===== config.mk =====
export PLATFORM = sky130hd
export DESIGN_NAME = tqc_ctrl
export DESIGN_NICKNAME = d
export VERILOG_FILES = /design/src/rtl/tqc_pkg.sv /design/src/rtl/tqc_ctrl.sv
export SDC_FILE = /design/constraint.sdc
export NUM_CORES = 1
export LEC_CHECK = 0
export BUFFER_PORTS_ARGS = -buffer_cell sky130_fd_sc_hd__buf_4
export CORE_MARGIN = 2
export CORE_UTILIZATION = 30
export DETAILED_ROUTE_END_ITERATION = 10
export PLACE_DENSITY = 0.57
export SLEW_MARGIN = 20
export SYNTH_ARGS = -nofsm -noshare
export SYNTH_HDL_FRONTEND = slang
export SYNTH_SLANG_ARGS = --single-unit

===== constraint.sdc =====
create_clock -name clk_i -period 2.9 [get_ports clk_i]
set_clock_uncertainty 0.2 [all_clocks]
set_input_delay 0.29 -clock clk_i [delete_from_list [all_inputs] [get_ports clk_i]]
set_output_delay 0.29 -clock clk_i [all_outputs]
set_load 0.03 [all_outputs]

===== src/rtl/tqc_pkg.sv =====
// ----------------------------------------------------------------------------
// tqc_pkg
// Shared types and constants for the timeout queue with cancel.
// ----------------------------------------------------------------------------
package tqc_pkg;

  localparam int TIMERS   = 64;               // table slots
  localparam int IDX_W    = $clog2(TIMERS);
  localparam int MAX_FIRE = 64;               // fired entries per tick
  localparam int CNT_W    = $clog2(MAX_FIRE);
  localparam int DL_W     = 48;
  localparam int ID_W     = 32;
  localparam int DLY_W    = 32;
  localparam int TAG_W    = 16;
  localparam int SLOT_W   = DL_W + ID_W + 2 * TAG_W;

  typedef enum logic [1:0] {
    CMD_ADD   = 2'd0,
    CMD_CLEAR = 2'd1,
    CMD_TICK  = 2'd2,
    CMD_NONE  = 2'd3
  } cmd_e;

  typedef enum logic [1:0] {
    KIND_ADD_OK     = 2'd0,
    KIND_ADD_FULL   = 2'd1,
    KIND_CLEAR_DONE = 2'd2,
    KIND_FIRED      = 2'd3
  } kind_e;

  // controller -> datapath
  typedef struct packed {
    logic  load_in;     // latch the accepted item
    logic  tick_now;    // advance the millisecond clock
    logic  scan_start;  // start a pass over the table
    logic  write_slot;  // store the add into the free slot found
    logic  take_best;   // retire the best expired entry into the pending result
    logic  emit;        // load the output register
    kind_e emit_kind;
    logic  emit_last;
  } ctrl_cmd_t;

  // datapath -> controller
  typedef struct packed {
    logic scan_done;    // pass finished this cycle
    logic found;        // free slot (add) or expired entry (tick) found
    logic out_free;     // output register can take a result this cycle
  } dp_sts_t;

endpackage


===== src/rtl/tqc_ctrl.sv =====
// ----------------------------------------------------------------------------
// tqc_ctrl
// Controller: accepts items, sequences table passes and result transfers,
// holds the enable register.
// ----------------------------------------------------------------------------
module tqc_ctrl
  import tqc_pkg::*;
(
  input  logic       clk_i,
  input  logic       rst_ni,
  input  logic       in_valid_i,
  input  logic [1:0] in_cmd_i,
  output logic       in_ready_o,
  input  logic       cfg_we_i,
  input  logic       cfg_wdata_i,
  input  dp_sts_t    sts_i,
  output ctrl_cmd_t  cmd_o
);

  typedef enum logic [2:0] {
    ST_IDLE,
    ST_ADD_SCAN,
    ST_ADD_EMIT,
    ST_CLR_SCAN,
    ST_CLR_EMIT,
    ST_FIRE_SCAN,
    ST_FIRE_DEC,
    ST_FIRE_LAST
  } state_e;

  state_e           state_q;
  logic             enable_q;
  logic             pend_q;     // a fired entry awaits its transfer
  logic [CNT_W-1:0] n_q;        // entries fired in this tick
  logic             accept;
  logic             dec_go;
  logic             n_full;

  assign accept = in_valid_i && (state_q == ST_IDLE);
  assign dec_go = !pend_q || sts_i.out_free;
  assign n_full = (n_q == CNT_W'(MAX_FIRE - 1));

  assign in_ready_o = (state_q == ST_IDLE);

  // command decode
  always_comb begin
    cmd_o           = '0;
    cmd_o.emit_kind = KIND_FIRED;
    case (state_q)
      ST_IDLE: begin
        if (accept) begin
          cmd_o.load_in = 1'b1;
          case (cmd_e'(in_cmd_i))
            CMD_ADD, CMD_CLEAR: cmd_o.scan_start = 1'b1;
            CMD_TICK: begin
              cmd_o.tick_now   = 1'b1;
              cmd_o.scan_start = enable_q;
            end
            default: ;
          endcase
        end
      end
      ST_ADD_EMIT: begin
        if (sts_i.out_free) begin
          cmd_o.emit       = 1'b1;
          cmd_o.emit_last  = 1'b1;
          cmd_o.emit_kind  = sts_i.found ? KIND_ADD_OK : KIND_ADD_FULL;
          cmd_o.write_slot = sts_i.found;
        end
      end
      ST_CLR_EMIT: begin
        if (sts_i.out_free) begin
          cmd_o.emit      = 1'b1;
          cmd_o.emit_last = 1'b1;
          cmd_o.emit_kind = KIND_CLEAR_DONE;
        end
      end
      ST_FIRE_DEC: begin
        if (dec_go) begin
          cmd_o.emit       = pend_q;
          cmd_o.emit_last  = !sts_i.found;
          cmd_o.take_best  = sts_i.found;
          cmd_o.scan_start = sts_i.found && !n_full;
        end
      end
      ST_FIRE_LAST: begin
        if (sts_i.out_free) begin
          cmd_o.emit      = 1'b1;
          cmd_o.emit_last = 1'b1;
        end
      end
      default: ;
    endcase
  end

  // state and registers
  always_ff @(posedge clk_i or negedge rst_ni) begin
    if (!rst_ni) begin
      state_q  <= ST_IDLE;
      enable_q <= 1'b0;
      pend_q   <= 1'b0;
      n_q      <= '0;
    end else begin
      if (cfg_we_i) begin
        enable_q <= cfg_wdata_i;
      end
      case (state_q)
        ST_IDLE: begin
          if (accept) begin
            case (cmd_e'(in_cmd_i))
              CMD_ADD:   state_q <= ST_ADD_SCAN;
              CMD_CLEAR: state_q <= ST_CLR_SCAN;
              CMD_TICK: begin
                pend_q <= 1'b0;
                n_q    <= '0;
                if (enable_q) begin
                  state_q <= ST_FIRE_SCAN;
                end
              end
              default: ;
            endcase
          end
        end
        ST_ADD_SCAN: if (sts_i.scan_done) state_q <= ST_ADD_EMIT;
        ST_ADD_EMIT: if (sts_i.out_free) state_q <= ST_IDLE;
        ST_CLR_SCAN: if (sts_i.scan_done) state_q <= ST_CLR_EMIT;
        ST_CLR_EMIT: if (sts_i.out_free) state_q <= ST_IDLE;
        ST_FIRE_SCAN: if (sts_i.scan_done) state_q <= ST_FIRE_DEC;
        ST_FIRE_DEC: begin
          if (dec_go) begin
            if (sts_i.found) begin
              pend_q  <= 1'b1;
              n_q     <= n_q + CNT_W'(1);
              state_q <= n_full ? ST_FIRE_LAST : ST_FIRE_SCAN;
            end else begin
              pend_q  <= 1'b0;
              state_q <= ST_IDLE;
            end
          end
        end
        ST_FIRE_LAST: begin
          if (sts_i.out_free) begin
            pend_q  <= 1'b0;
            state_q <= ST_IDLE;
          end
        end
        default: state_q <= ST_IDLE;
      endcase
    end
  end

endmodule


==> results.md <==
- Initial antenna violation count: 0
- Clk sinks: 11
- Max-Cap Viols: 0
- Post-Synthesis Mean Instance Area: 8.09 um^2
- Post-route cell area: 1040 um^2
- Initial detailed-routing violation count: 24
- Bufs and invs on worst path: 1
- Worst-margin pin slew: 0.549 ns
- Mapped Area: roughly 860 um^2
- Synth warnings: 0
- Sequential power share: 32.4%
- Clock tree root driver cell: clkbuf_4
- Final worst setup slack: 0.284 ns
- Overall power: 985 uW
- CTS Hold Bufs: 1
- I/O pins: 20
- Gate Count Post-Synth: approximately 110
- Fillers: 279
- Worst EP arrival: 2.13 ns
- Clock slew at the register clock pins of the worst setup and hold paths: approximately 0.060 ns
- Core ar.: 2730 um^2
- Post-detail-place hpwl: 1.56 mm
- Most frequent cells in the layout: buf_4 (20), nand2_1 (12), dfrtp_1 (11)
- Post-synth top area cell: dfrtp_1
- Top Family by Delay on Critical Path: simple AND/OR/NAND/NOR gates
- DP Area: 1000 um^2
- H-tree Lvls: 1
- CP endpoint kind: output port
- CP max FO: 19
- RSZ-0062 raised after global routing: false
- Final hold vios: 0
- Post-synthesis sequential area ratio: 32.1%
- Vias in the first global route: 780
- Final net count: 134
- Sw Ratio: 49.4%
- FP Rows: 19
- Pwr dens: between 900 and 1000 nW/um^2
- CTS Buffer Depth: 2
- Reg2reg end: n_q[3]
- Setup Fix Bufs, Post-CTS: 0
- Crit path from: state_q[2]
- Hold Crit Class: in2reg
- Power share of the combinational group: 57.3%
- Fmax achieved: 382 MHz
- Yosys top cell area share: 32.1%
- First-pass GRT wire length: 3.32 mm
- Peak VDD IR: between 500 and 600 uV
- CP peak stage delay: 0.56 ns
- Drt drc: 0
- Syn_nets: 117
- Die Height: 57.5 um
- Crit Path Category: reg2out
- WL final: 2.06 mm
- Switch Pwr: 487 uW
- Most common cell after layout, fill and taps aside: buf_4
- Placed cells: 148
- Netlist cell types: 35
- CTS tree: done
- Fin crit share: 90.2%
- Setup TNS: 0 ns
- Status: completed
- Initial Util: 31.4%
- Die width: 57.5 um
- Post-place setup slack: 0.594 ns
- Die footprint: 3300 um^2
- Clock Latency Late Sink: 0.26 ns
- Via density: 5.60
- Int Power: 498 uW
- Post-CTS sizing: 0
- Worst rel slew slack: a little under two thirds
- Slowest cell on crit path: dfrtp_1
- Final setup vio count: 0
- Vias: 857
- Final std cells w/o fill: between 150 and 200
- Slew Viols, Final: 0
- Flop-to-flop setup slack: roughly 0.61 ns
- Worst path cell trace: or3b_2 > nor2_1 > and2_1 > buf_4
- Share of layout cells above drive strength 1: 25.4%
- Worst path required time: 2.41 ns
- Gp weighted congestion: 0.813
- Top cells by area in the synthesized netlist: dfrtp_1 (32%), a21oi_1 (5.8%), nand2_1 (5.3%)
- Number of CTS-inserted buffers: 3
- Crit start category: flip-flop
- Pin count of the biggest net entering global routing: 20
- GRT overflow: 0
- DRT Pass-1 Iters: 4
- Register-to-Register Path Depth: 4
- FF+latch count, synth: 11
- Leakage: 0.000442 uW
- Area Overhead vs Synth: 21.3%
- Min cycle time layout: around 2.6 ns
- PortBufs: 19
- WHS Path Cells: 2
- Reg-to-Reg Start: state_q[2]
- Gr usage total: between 10% and 20%
- Clock share of power: between 10 and 15%
- Min-Delay Endpoint: enable_q
- Routed Antenna Nets: 0
- N_diodes: 0
- Min-delay src: cfg_wdata_i
- Drt wl/cell: 13.4 um
## logic make-up (layout without fill, tap and decap cells)
group	count (synthesis)	after routing	share of synthesized area, %
simple gates	47	47	32.1
compound gates	33	33	24.7
buf+inv	12	28	7.01
flops	11	11	32.1
mux	2	2	2.63
fa+ha+maj	1	1	1.46
## metrics by stage
stage | utilization, % | hold slack [ns]
finish | 38.0 | 0.0543
global route | 38.0 | 0.0576
CTS | 38.0 | 0.0461
detailed placement | 36.7 | -0.0678
global placement | 36.7 | -0.0684
floorplan | - | -0.206
## cell type report
class | count | area [um^2] | area share, %
clock buffers | 4 | 26.3 | 2.53
inverters | 3 | 11.3 | 1.08
flip-flops and latches | 11 | 275 | 26.5
repair buffers | 21 | 160 | 15.4
multi-input cells | 83 | 528 | 50.8
well taps | 31 | 38.8 | 3.73
## per-layer routing
layer / GRT usage [%] / vias up / wire, um
met3: 2.72 / 4 / 84
met4: 7.64 / 0 / 29
met5: 0 / - / 0
met1: 16.6 / 403 / 938
li1: - / 429 / -
met2: 20.1 / 21 / 1000
## flip-flops by register name, summed over array words and instances (netlist names)
name      flops
state_q       3
enable_q      1
n_q           6
pend_q        1
## power groups by stage
stage,registers (uW),clock network (uW),logic [uW]
after floorplan,249,0,498
after global placement,318,0,564
after detailed placement,319,0,563
after CTS,317,107,566
after global routing,331,110,621
final,319,101,565
## Yosys cell counts
library cell / count
nor4b_1: 2
and2_4: 1
o31a_1: 1
a311o_1: 1
nor3b_1: 1
and2_1: 2
a21o_1: 1
or2_2: 1
o2111ai_1: 1
ha_1: 1
dfrtp_1: 11
inv_1: 3
o31ai_1: 4
nand3_1: 5
nor2b_1: 4
nand2b_1: 1
or3b_2: 1
or4b_2: 1
a31oi_1: 5
clkbuf_1: 6
o32ai_1: 1
and4b_1: 1
nand2_1: 12
a32oi_1: 1
mux2_2: 2
or4_1: 4
nor2_1: 4
o21ai_0: 6
and3_1: 3
nor3_1: 3
or4b_4: 1
buf_6: 2
buf_1: 1
a22o_1: 2
a21oi_1: 10
## worst register-to-register path: stages (launching register included)
cell,delay (ns)
dfrtp_1,0.56
or4b_4,0.60
and2_4,0.19
or4_1,0.50
a21oi_1,0.16
## how the worst max path moves through the flow
stage | end | cells after the start
final | cmd_o[7] | 4
after detailed placement | cmd_o[7] | 4
after floorplan | cmd_o[7] | 5
after global placement | cmd_o[7] | 4
after global routing | cmd_o[7] | 4
after CTS | cmd_o[7] | 4
Note: power is estimated with default switching activity, not from simulation.
